<file path="src/sv/keypad_debounce_scanner_assert.svh">
// Assertion macros shared by the keypad debounce scanner RTL.
// Each macro checks one property on the rising clock edge, with reset masking.
`ifndef KEYPAD_DEBOUNCE_SCANNER_ASSERT_SVH
`define KEYPAD_DEBOUNCE_SCANNER_ASSERT_SVH

// Same-cycle implication: the consequent must hold whenever the antecedent does.
`define KDS_ASSERT_NOW(label, ck, rn, ante, cons, msg) \
	label: assert property (@(posedge ck) disable iff (!(rn)) (ante) |-> (cons)) \
		else $error(msg);

// Next-cycle implication: the consequent must hold in the cycle after the antecedent.
`define KDS_ASSERT_NEXT(label, ck, rn, ante, cons, msg) \
	label: assert property (@(posedge ck) disable iff (!(rn)) (ante) |=> (cons)) \
		else $error(msg);

// Invariant: the expression must hold at every clock edge outside reset.
`define KDS_ASSERT_ALWAYS(label, ck, rn, expr, msg) \
	label: assert property (@(posedge ck) disable iff (!(rn)) (expr)) \
		else $error(msg);

`endif

</file>
<file path="src/sv/kds_pkg.sv">
`default_nettype none

package kds_pkg;

	// Physical keypad grid and the number of key sample bits.
	localparam int unsigned KEY_GRID     = 4;
	localparam int unsigned SAMPLE_BITS  = KEY_GRID * KEY_GRID;

	// Default geometry and debounce register value after reset.
	localparam int unsigned NUM_ROWS_DEF = 4;
	localparam int unsigned NUM_COLS_DEF = 4;
	localparam logic [15:0] DEBOUNCE_RESET = 16'd40;

	// Operation codes carried by an input transaction.
	localparam logic OP_SCAN  = 1'b0;
	localparam logic OP_QUERY = 1'b1;

	// Token that walks down the chain of key cells, one cell per cycle.
	typedef struct packed {
		logic       go;
		logic [6:0] code;
		logic       hit;
	} kds_tok_t;

	// ASCII legend of each key position on the keypad.
	function automatic logic [6:0] key_ascii(input logic [1:0] row, input logic [1:0] col);
		logic [6:0] ch;
		unique case ({row, col})
			4'd0:    ch = 7'h31; // 1
			4'd1:    ch = 7'h32; // 2
			4'd2:    ch = 7'h33; // 3
			4'd3:    ch = 7'h41; // A
			4'd4:    ch = 7'h34; // 4
			4'd5:    ch = 7'h35; // 5
			4'd6:    ch = 7'h36; // 6
			4'd7:    ch = 7'h42; // B
			4'd8:    ch = 7'h37; // 7
			4'd9:    ch = 7'h38; // 8
			4'd10:   ch = 7'h39; // 9
			4'd11:   ch = 7'h43; // C
			4'd12:   ch = 7'h2A; // *
			4'd13:   ch = 7'h30; // 0
			4'd14:   ch = 7'h23; // #
			default: ch = 7'h44; // D
		endcase
		return ch;
	endfunction

endpackage

`default_nettype wire

</file>
<file path="src/sv/kds_cell.sv">
`default_nettype none

module kds_cell #(
	parameter logic [6:0] KEY_CODE = 7'h31
) (
	input  wire logic             clk,
	input  wire logic             arst_n,
	input  wire kds_pkg::kds_tok_t tok_in,
	input  wire logic             op,
	input  wire logic             sample,
	input  wire logic [31:0]      now,
	input  wire logic [6:0]       code,
	input  wire logic [15:0]      debounce,
	output kds_pkg::kds_tok_t     tok_out
);

	// Debounce phases of one key.
	localparam logic [1:0] PH_UP      = 2'd0;
	localparam logic [1:0] PH_FALLING = 2'd1;
	localparam logic [1:0] PH_DOWN    = 2'd2;
	localparam logic [1:0] PH_RISING  = 2'd3;

	logic [1:0]        phase_q, phase_d;
	logic [31:0]       start_q, start_d;
	logic              run_q, run_d;
	logic              latch_q, latch_d;
	kds_pkg::kds_tok_t tok_q, tok_d;
	logic [31:0]       elapsed;
	logic              expired;

	// The one-shot timer has fired once the wrapped elapsed time reaches the wait.
	assign elapsed = now - start_q;
	assign expired = elapsed >= {16'd0, debounce};

	// Key update when the token reaches this cell.
	always_comb begin
		phase_d = phase_q;
		start_d = start_q;
		run_d   = run_q;
		latch_d = latch_q;
		tok_d   = tok_in;
		if (tok_in.go) begin
			if (op == kds_pkg::OP_SCAN) begin
				unique case (phase_q) inside
					PH_UP: begin
						if (sample) phase_d = PH_FALLING;
					end
					PH_DOWN: begin
						if (!sample) phase_d = PH_RISING;
					end
					PH_FALLING, PH_RISING: begin
						if (!run_q) begin
							start_d = now;
							run_d   = 1'b1;
						end else if (expired) begin
							run_d = 1'b0;
							if (sample) begin
								phase_d = PH_DOWN;
								// Only a confirmed press sets the latch and reports.
								if (phase_q == PH_FALLING) begin
									latch_d    = 1'b1;
									tok_d.code = KEY_CODE;
								end
							end else begin
								phase_d = PH_UP;
							end
						end
					end
					default: phase_d = PH_UP;
				endcase
			end else if (code == KEY_CODE) begin
				tok_d.hit = latch_q;
				latch_d   = 1'b0;
			end
		end
	end

	// Key state and the token register toward the next cell.
	always_ff @(posedge clk or negedge arst_n) begin
		if (!arst_n) begin
			phase_q <= PH_UP;
			start_q <= '0;
			run_q   <= 1'b0;
			latch_q <= 1'b0;
			tok_q   <= '0;
		end else begin
			phase_q <= phase_d;
			start_q <= start_d;
			run_q   <= run_d;
			latch_q <= latch_d;
			tok_q   <= tok_d;
		end
	end

	assign tok_out = tok_q;

endmodule

`default_nettype wire

</file>
<file path="src/sv/keypad_debounce_scanner.sv">
// An accepted transaction passes through the start register, one token register per key cell and the
// done register before its result is offered in the output register. One transaction at a time: a
// token walks the chain one cell per cycle, and the next transaction enters once the result reaches the output.
// The input is taken while a finished result still waits in the output register.
// Reset: all keys up, timers stopped, latches clear, debounce_ms = 40; no clearing pass.
`default_nettype none

module keypad_debounce_scanner #(
	parameter int unsigned NUM_ROWS = kds_pkg::NUM_ROWS_DEF,
	parameter int unsigned NUM_COLS = kds_pkg::NUM_COLS_DEF
) (
	input  wire logic        clk,
	input  wire logic        arst_n,
	input  wire logic        in_valid,
	output logic             in_stall,
	input  wire logic        operation,
	input  wire logic [15:0] key_samples,
	input  wire logic [31:0] now_ms,
	input  wire logic [6:0]  key_code,
	output logic             out_valid,
	input  wire logic        out_stall,
	output logic [6:0]       pressed_code,
	output logic             was_pressed,
	input  wire logic        cfg_valid,
	output logic             cfg_ready,
	input  wire logic [15:0] cfg_data
);

	`include "keypad_debounce_scanner_assert.svh"

	localparam int unsigned NUM_KEYS = NUM_ROWS * NUM_COLS;

	logic                    busy_q;
	logic                    start_q;
	logic                    op_q;
	logic [15:0]             samples_q;
	logic [31:0]             now_q;
	logic [6:0]              code_q;
	logic [15:0]             debounce_q;
	logic                    done_valid_q;
	logic [6:0]              done_code_q;
	logic                    done_hit_q;
	logic                    out_valid_q;
	logic [6:0]              out_code_q;
	logic                    out_hit_q;
	logic                    in_accept;
	logic                    out_free;
	logic                    done_move;
	logic [NUM_KEYS-1:0]     go_vec;
	kds_pkg::kds_tok_t       tok [NUM_KEYS+1];

	// Handshakes: one transaction in flight; the config register is writable only while idle.
	assign in_stall  = busy_q;
	assign in_accept = in_valid & ~busy_q;
	assign cfg_ready = ~busy_q;
	assign out_free  = ~out_valid_q | ~out_stall;
	assign done_move = done_valid_q & out_free;

	// Debounce register.
	always_ff @(posedge clk or negedge arst_n) begin
		if (!arst_n) begin
			debounce_q <= kds_pkg::DEBOUNCE_RESET;
		end else if (cfg_valid && cfg_ready) begin
			debounce_q <= cfg_data;
		end
	end

	// Transaction holding registers, broadcast to every cell.
	always_ff @(posedge clk) begin
		if (in_accept) begin
			op_q      <= operation;
			samples_q <= key_samples;
			now_q     <= now_ms;
			code_q    <= key_code;
		end
	end

	// Launch of the token and the busy flag.
	always_ff @(posedge clk or negedge arst_n) begin
		if (!arst_n) begin
			busy_q  <= 1'b0;
			start_q <= 1'b0;
		end else begin
			start_q <= in_accept;
			if (in_accept) begin
				busy_q <= 1'b1;
			end else if (done_move) begin
				busy_q <= 1'b0;
			end
		end
	end

	assign tok[0] = '{go: start_q, code: 7'd0, hit: 1'b0};

	// Chain of key cells in row-major scan order.
	for (genvar r = 0; r < NUM_ROWS; r++) begin : g_row
		for (genvar c = 0; c < NUM_COLS; c++) begin : g_col
			kds_cell #(
				.KEY_CODE(kds_pkg::key_ascii(2'(r), 2'(c)))
			) u_cell (
				.clk     (clk),
				.arst_n  (arst_n),
				.tok_in  (tok[r*NUM_COLS+c]),
				.op      (op_q),
				.sample  (samples_q[r*kds_pkg::KEY_GRID+c]),
				.now     (now_q),
				.code    (code_q),
				.debounce(debounce_q),
				.tok_out (tok[r*NUM_COLS+c+1])
			);
		end
	end

	for (genvar i = 0; i < NUM_KEYS; i++) begin : g_go
		assign go_vec[i] = tok[i+1].go;
	end

	// Result capture at the end of the chain and the output register.
	always_ff @(posedge clk or negedge arst_n) begin
		if (!arst_n) begin
			done_valid_q <= 1'b0;
			out_valid_q  <= 1'b0;
		end else begin
			if (tok[NUM_KEYS].go) begin
				done_valid_q <= 1'b1;
			end else if (done_move) begin
				done_valid_q <= 1'b0;
			end
			if (done_move) begin
				out_valid_q <= 1'b1;
			end else if (out_valid_q && !out_stall) begin
				out_valid_q <= 1'b0;
			end
		end
	end

	always_ff @(posedge clk) begin
		if (tok[NUM_KEYS].go) begin
			done_code_q <= tok[NUM_KEYS].code;
			done_hit_q  <= tok[NUM_KEYS].hit;
		end
		if (done_move) begin
			out_code_q <= done_code_q;
			out_hit_q  <= done_hit_q;
		end
	end

	assign out_valid    = out_valid_q;
	assign pressed_code = out_code_q;
	assign was_pressed  = out_hit_q;

	// At most one token anywhere between launch and result capture.
	`KDS_ASSERT_ALWAYS(a_one_token, clk, arst_n, $onehot0({start_q, go_vec, done_valid_q}), "more than one token in flight")
	// Any token in flight belongs to the transaction that holds the block busy.
	`KDS_ASSERT_NOW(a_token_busy, clk, arst_n, start_q || (go_vec != '0) || done_valid_q, busy_q, "token without busy")
	// A new transaction starts its token on the next cycle.
	`KDS_ASSERT_NEXT(a_launch, clk, arst_n, in_accept, start_q && busy_q, "token not launched")
	// A result moved out of the chain is offered on the next cycle and frees the input.
	`KDS_ASSERT_NEXT(a_deliver, clk, arst_n, done_move, out_valid_q && !busy_q, "result not delivered")

endmodule

`default_nettype wire
</file>
<file path="config.mk">
export PLATFORM = sky130hd
export DESIGN_NAME = keypad_debounce_scanner
export DESIGN_NICKNAME = d
export VERILOG_FILES = /design/src/sv/kds_pkg.sv /design/src/sv/kds_cell.sv /design/src/sv/keypad_debounce_scanner.sv
export VERILOG_INCLUDE_DIRS = /design/src /design/src/sv
export SDC_FILE = /design/constraint.sdc
export NUM_CORES = 2
export LEC_CHECK = 0
export ABC_CLOCK_PERIOD_IN_PS = 5800
export BUFFER_PORTS_ARGS = -buffer_cell sky130_fd_sc_hd__buf_2
export CORE_MARGIN = 3
export CORE_UTILIZATION = 50
export CTS_BUF_LIST = sky130_fd_sc_hd__clkbuf_16
export CTS_CLUSTER_SIZE = 28
export DETAILED_ROUTE_END_ITERATION = 7
export PLACE_DENSITY = 0.68
export REMOVE_ABC_BUFFERS = 1
export SLEW_MARGIN = 0
export SYNTH_ARGS = -nofsm -noshare
export SYNTH_HDL_FRONTEND = slang
export SYNTH_HIERARCHICAL = 1
export SYNTH_SLANG_ARGS = --single-unit
</file>
<file path="constraint.sdc">
create_clock -name clk -period 5.8 [get_ports clk]
set_clock_uncertainty 0.05 [all_clocks]
set_input_delay 0.58 -clock clk [delete_from_list [all_inputs] [get_ports clk]]
set_output_delay 0.58 -clock clk [all_outputs]
set_load 0.005 [all_outputs]
</file>
==> summary.md <==
| Metric | Value |
|---|---|
| Initial DRC count | `5,442` |
| Final setup viols | `0` |
| Die area | `0.143 mm²` |
| CTS tree | `yes` |
| Clock latency on the worst-skew pair | `0.72 ns` |
| WP buf/inv | `1` |
| Post-Synth Adder-Cell Area | `14.0%` |
| # fillers | `12,700` |
| Worst vdd ir | `327 µV` |
| Lkg Pwr | `33.1 nW` |
| Compound-Gate Fraction of Synth Area | `25.5%` |
| Fin nets | `9,363` |
| WL/cell | `22.7 µm` |
| Final Core Density | `55.8%` |
| Critical path depth | `18` |
| Die width | `378 µm` |
| Share of cells above drive strength 1 | `8.74%` |
| Ys async rst share | `91.1%` |
| Unrepaired setup endpoints after global routing | `false` |
| M2 GR Usage | `50.1%` |
| R2R setup slack | `0.39 ns` |
| I/O Buffers | `87` |
| Number of I/O pins | `88` |
| Yosys reg bits | `812` |
| Max-cap violation count | `0` |
| Max stage delay on crit path | `0.67 ns` |
| Final Cycle Share | `93.4%` |
| Syn_area_per_cell | `8.26 µm²` |
| WHS Path Cells | `2` |
| Number of synthesized flops with an enable pin | `72` |
| Initial core utilization | `50.8%` |
| Seq/Total Area, Yosys | `29.9%` |
| Vias in the first global route | `60,700` |
| Remaining routing DRC violations | `0` |
| Hold WS | `0.0494 ns` |
| Most common cell after layout, fill and taps aside | `nand2_1` |
| Status | `completed` |
| WP data required | `6.35 ns` |
| Crit path max-delay family | `compound AO/OA/AOI/OAI gates` |
| Synth Area in Simple Gates | `17.4%` |
| First-pass GRT wire length | `360 mm` |
| CP cell instances | `buf_4 -> ha_1 -> a21oi_2 -> o21ai_1 -> a221oi_2 -> nand2_1 -> a21o_1 -> a21oi_1 -> xnor2_1 -> ha_1 -> nand4_1 -> or4_1 -> o221ai_1 -> a2111oi_0 -> o21ai_0 -> nor4_2 -> nand4_4 -> a22o_1` |
| Drt first pass iters | `6` |
| Slew headroom | `3.51%` |
| Period minus WS final | `5.41 ns` |
| Initial antenna violation count | `12` |
| Vias post-DR | `63,500` |
| Via density | `6.11` |
| Area grow syn2layout | `9.85%` |
| Slew @ Worst Pin | `1.45 ns` |
| Share of Yosys cell area claimed by the top area cell type | `26.7%` |
| Ys Warns | `6` |
| Htree depth | `3` |
| GR Overflow Total | `0` |
| CTS Buf Count | `98` |
| Max-slew violations | `0` |
| Ranking of synthesized cells by area | `dfrtp_1, ha_1, o21ai_0` |
| Total track usage | `32.4%` |
| HPWL after detailed placement | `175 mm` |
| Hold Vio Cnt, Final | `0` |
| Detailed Route WL | `236 mm` |
| Synth Flop Type | `dfrtp_1` |
| GR peak layer | `met2` |
| Root Driver | `clkbuf_16` |
| CP Capture Type | `flop` |
| Row cnt | `135` |
| Mapped Cells | `8,392` |
| Total clock sinks | `812` |
| Largest family of logic cells by synthesized area | `compound AO/OA/AOI/OAI gates` |
| XOR/XNOR Fraction of Synth Area | `4.51%` |
| DIE HEIGHT | `378 µm` |
| Cell taking the most area after synthesis | `dfrtp_1` |
| CP Max Fanout | `31` |
| Max frequency | `185 MHz` |
| Worst R2R Path Depth | `18` |
| Clock Tree Buf Depth | `3` |
| Post-synthesis mux area share | `1.77%` |
| Pwr Density | `248 mW/mm²` |
| Gpl congestion | `0.980` |
| Core box area | `0.136 mm²` |
| Power, Total | `0.0189 W` |
| Most frequent cells in the layout | `nand2_1, inv_1, o21ai_0` |
| Grt met3 use | `4.79%` |
| Synthesized cell area | `0.0693 mm²` |
| Critical path's slowest cell | `nor4_2` |
| Crit Path Category | `flop to flop` |
| Worst Path Arrival | `5.96 ns` |
| Largest net degree at the start of global routing | `144` |
| Worst-path clk slew | `0.06 ns` |
| Hold Crit Class | `primary input to flop` |
| Synth cell types | `134` |
| M1 GR Usage | `44.6%` |
| TNS Setup | `0 ns` |
| Worst path most repeated cell | `ha_1` |
| Post-DRT Antenna Nets | `0` |
| CP startpoint kind | `flop` |
final timing paths:
kind | start | end
max | now_q[6]$_DFFE_PP_ | g_row[1].g_col[1].u_cell/latch_q$_DFFE_PN0P_
min | cfg_data[1] | debounce_q[1]$_DFFE_PN0P_
max reg2reg | now_q[6]$_DFFE_PP_ | g_row[1].g_col[1].u_cell/latch_q$_DFFE_PN0P_
min reg2reg | done_code_q[1]$_DFFE_PP_ | pressed_code[1]$_DFFE_PP_
max in group asynchronous | arst_n | g_row[0].g_col[0].u_cell/start_q[11]$_DFFE_PN0P_
min in group asynchronous | arst_n | g_row[3].g_col[3].u_cell/start_q[30]$_DFFE_PN0P_
routing by layer:
layer,vias up,wire (µm),part of all wire [%]
met5,-,9,0.0038
met4,2,12700,5.4
met3,476,16500,7.0
met2,2257,102000,43
met1,30500,105000,44
li1,30300,-,-
power breakdown:
part	total, W	internal, W	switching (W)
registers	0.00648	0.00613	0.000357
logic	0.00594	0.00227	0.00368
clock network	0.00643	0.00376	0.00267
flip-flops by register name, summed over array words and instances, names as in the netlist, 7 cells and up, named ones only:
name / flops
code_q: 7
debounce_q: 16
done_code_q: 7
g_row.g_col.u_cell/latch_q: 16
g_row.g_col.u_cell/phase_q: 16
g_row.g_col.u_cell/run_q: 16
g_row.g_col.u_cell/start_q: 512
g_row.g_col.u_cell/tok_out: 144
now_q: 32
pressed_code: 7
samples_q: 16
synthesized netlist by cell type (17+ instances only):
cell type  number
o21ai_1        53
nand2b_1      119
xnor2_1       208
buf_4          17
a21oi_1       637
nor2b_1        51
inv_1         902
o21a_1        109
a2111oi_0      27
o21ai_0       825
and2_1         68
nand2_1      1060
o22ai_1        36
buf_6          21
o211ai_1       93
nor2_1        390
o31ai_1        25
o21bai_1       39
clkbuf_1      164
and3_1         37
nand4_1       186
a21o_1        223
ha_1          752
a21boi_1       20
nand3_1       124
nor3_1        106
a31oi_1        71
buf_2          69
edfxtp_1       72
nor3b_1        25
a21boi_0       42
dfrtp_1       738
or4_1          18
a21oi_2        49
a2111o_1       20
a211oi_1       89
mux2i_1        24
or3_1          58
a211o_1        24
mux2_2         62
xor2_1        149
nor4_1         45
o2111ai_1      30
cell families (layout without fill, tap and decap cells):
logic type,after synthesis,in the layout
AO/OA/AOI/OAI,2710,2710
XOR/XNOR,357,357
adder cells (fa/ha/maj),768,768
buffers and inverters,1180,1384
flip-flops,812,812
multiplexers,106,106
other,1,16
AND/OR/NAND/NOR,2458,2458
metrics by stage:
| step | setup WS, ns | cells | instance area (µm²) |
|---|---|---|---|
| after floorplan | 0.413 | 8121 | 67900 |
| after global placement | 0.345 | 10100 | 72200 |
| after detailed placement | 0.184 | 10100 | 72200 |
| after CTS | 0.132 | 10400 | 76000 |
| after global routing | 0.0434 | 10400 | 76100 |
| final | 0.385 | 10400 | 76100 |
layout make-up:
class                      instances  area [µm²]  share of cell area, %
antenna                            8        20.0                 0.0263
timing repair buffer             297        2470                   3.25
multi-input combinational       6407       44000                   57.8
clock buffer                      99        2480                   3.26
clock inverter                    86         875                   1.15
inverter                         902        3390                   4.45
tap                             1781        2230                   2.93
sequential                       812       20700                   27.2
timing repair:
item / 4_1_cts / 5_1_grt
setup buffers: 0 / 2
resized for setup: 0 / 2
hold endpoints to repair: 126 / 0
setup endpoints to repair: 0 / 16
hold buffers: 50 / 0
Power figures use the tool's default switching activity.
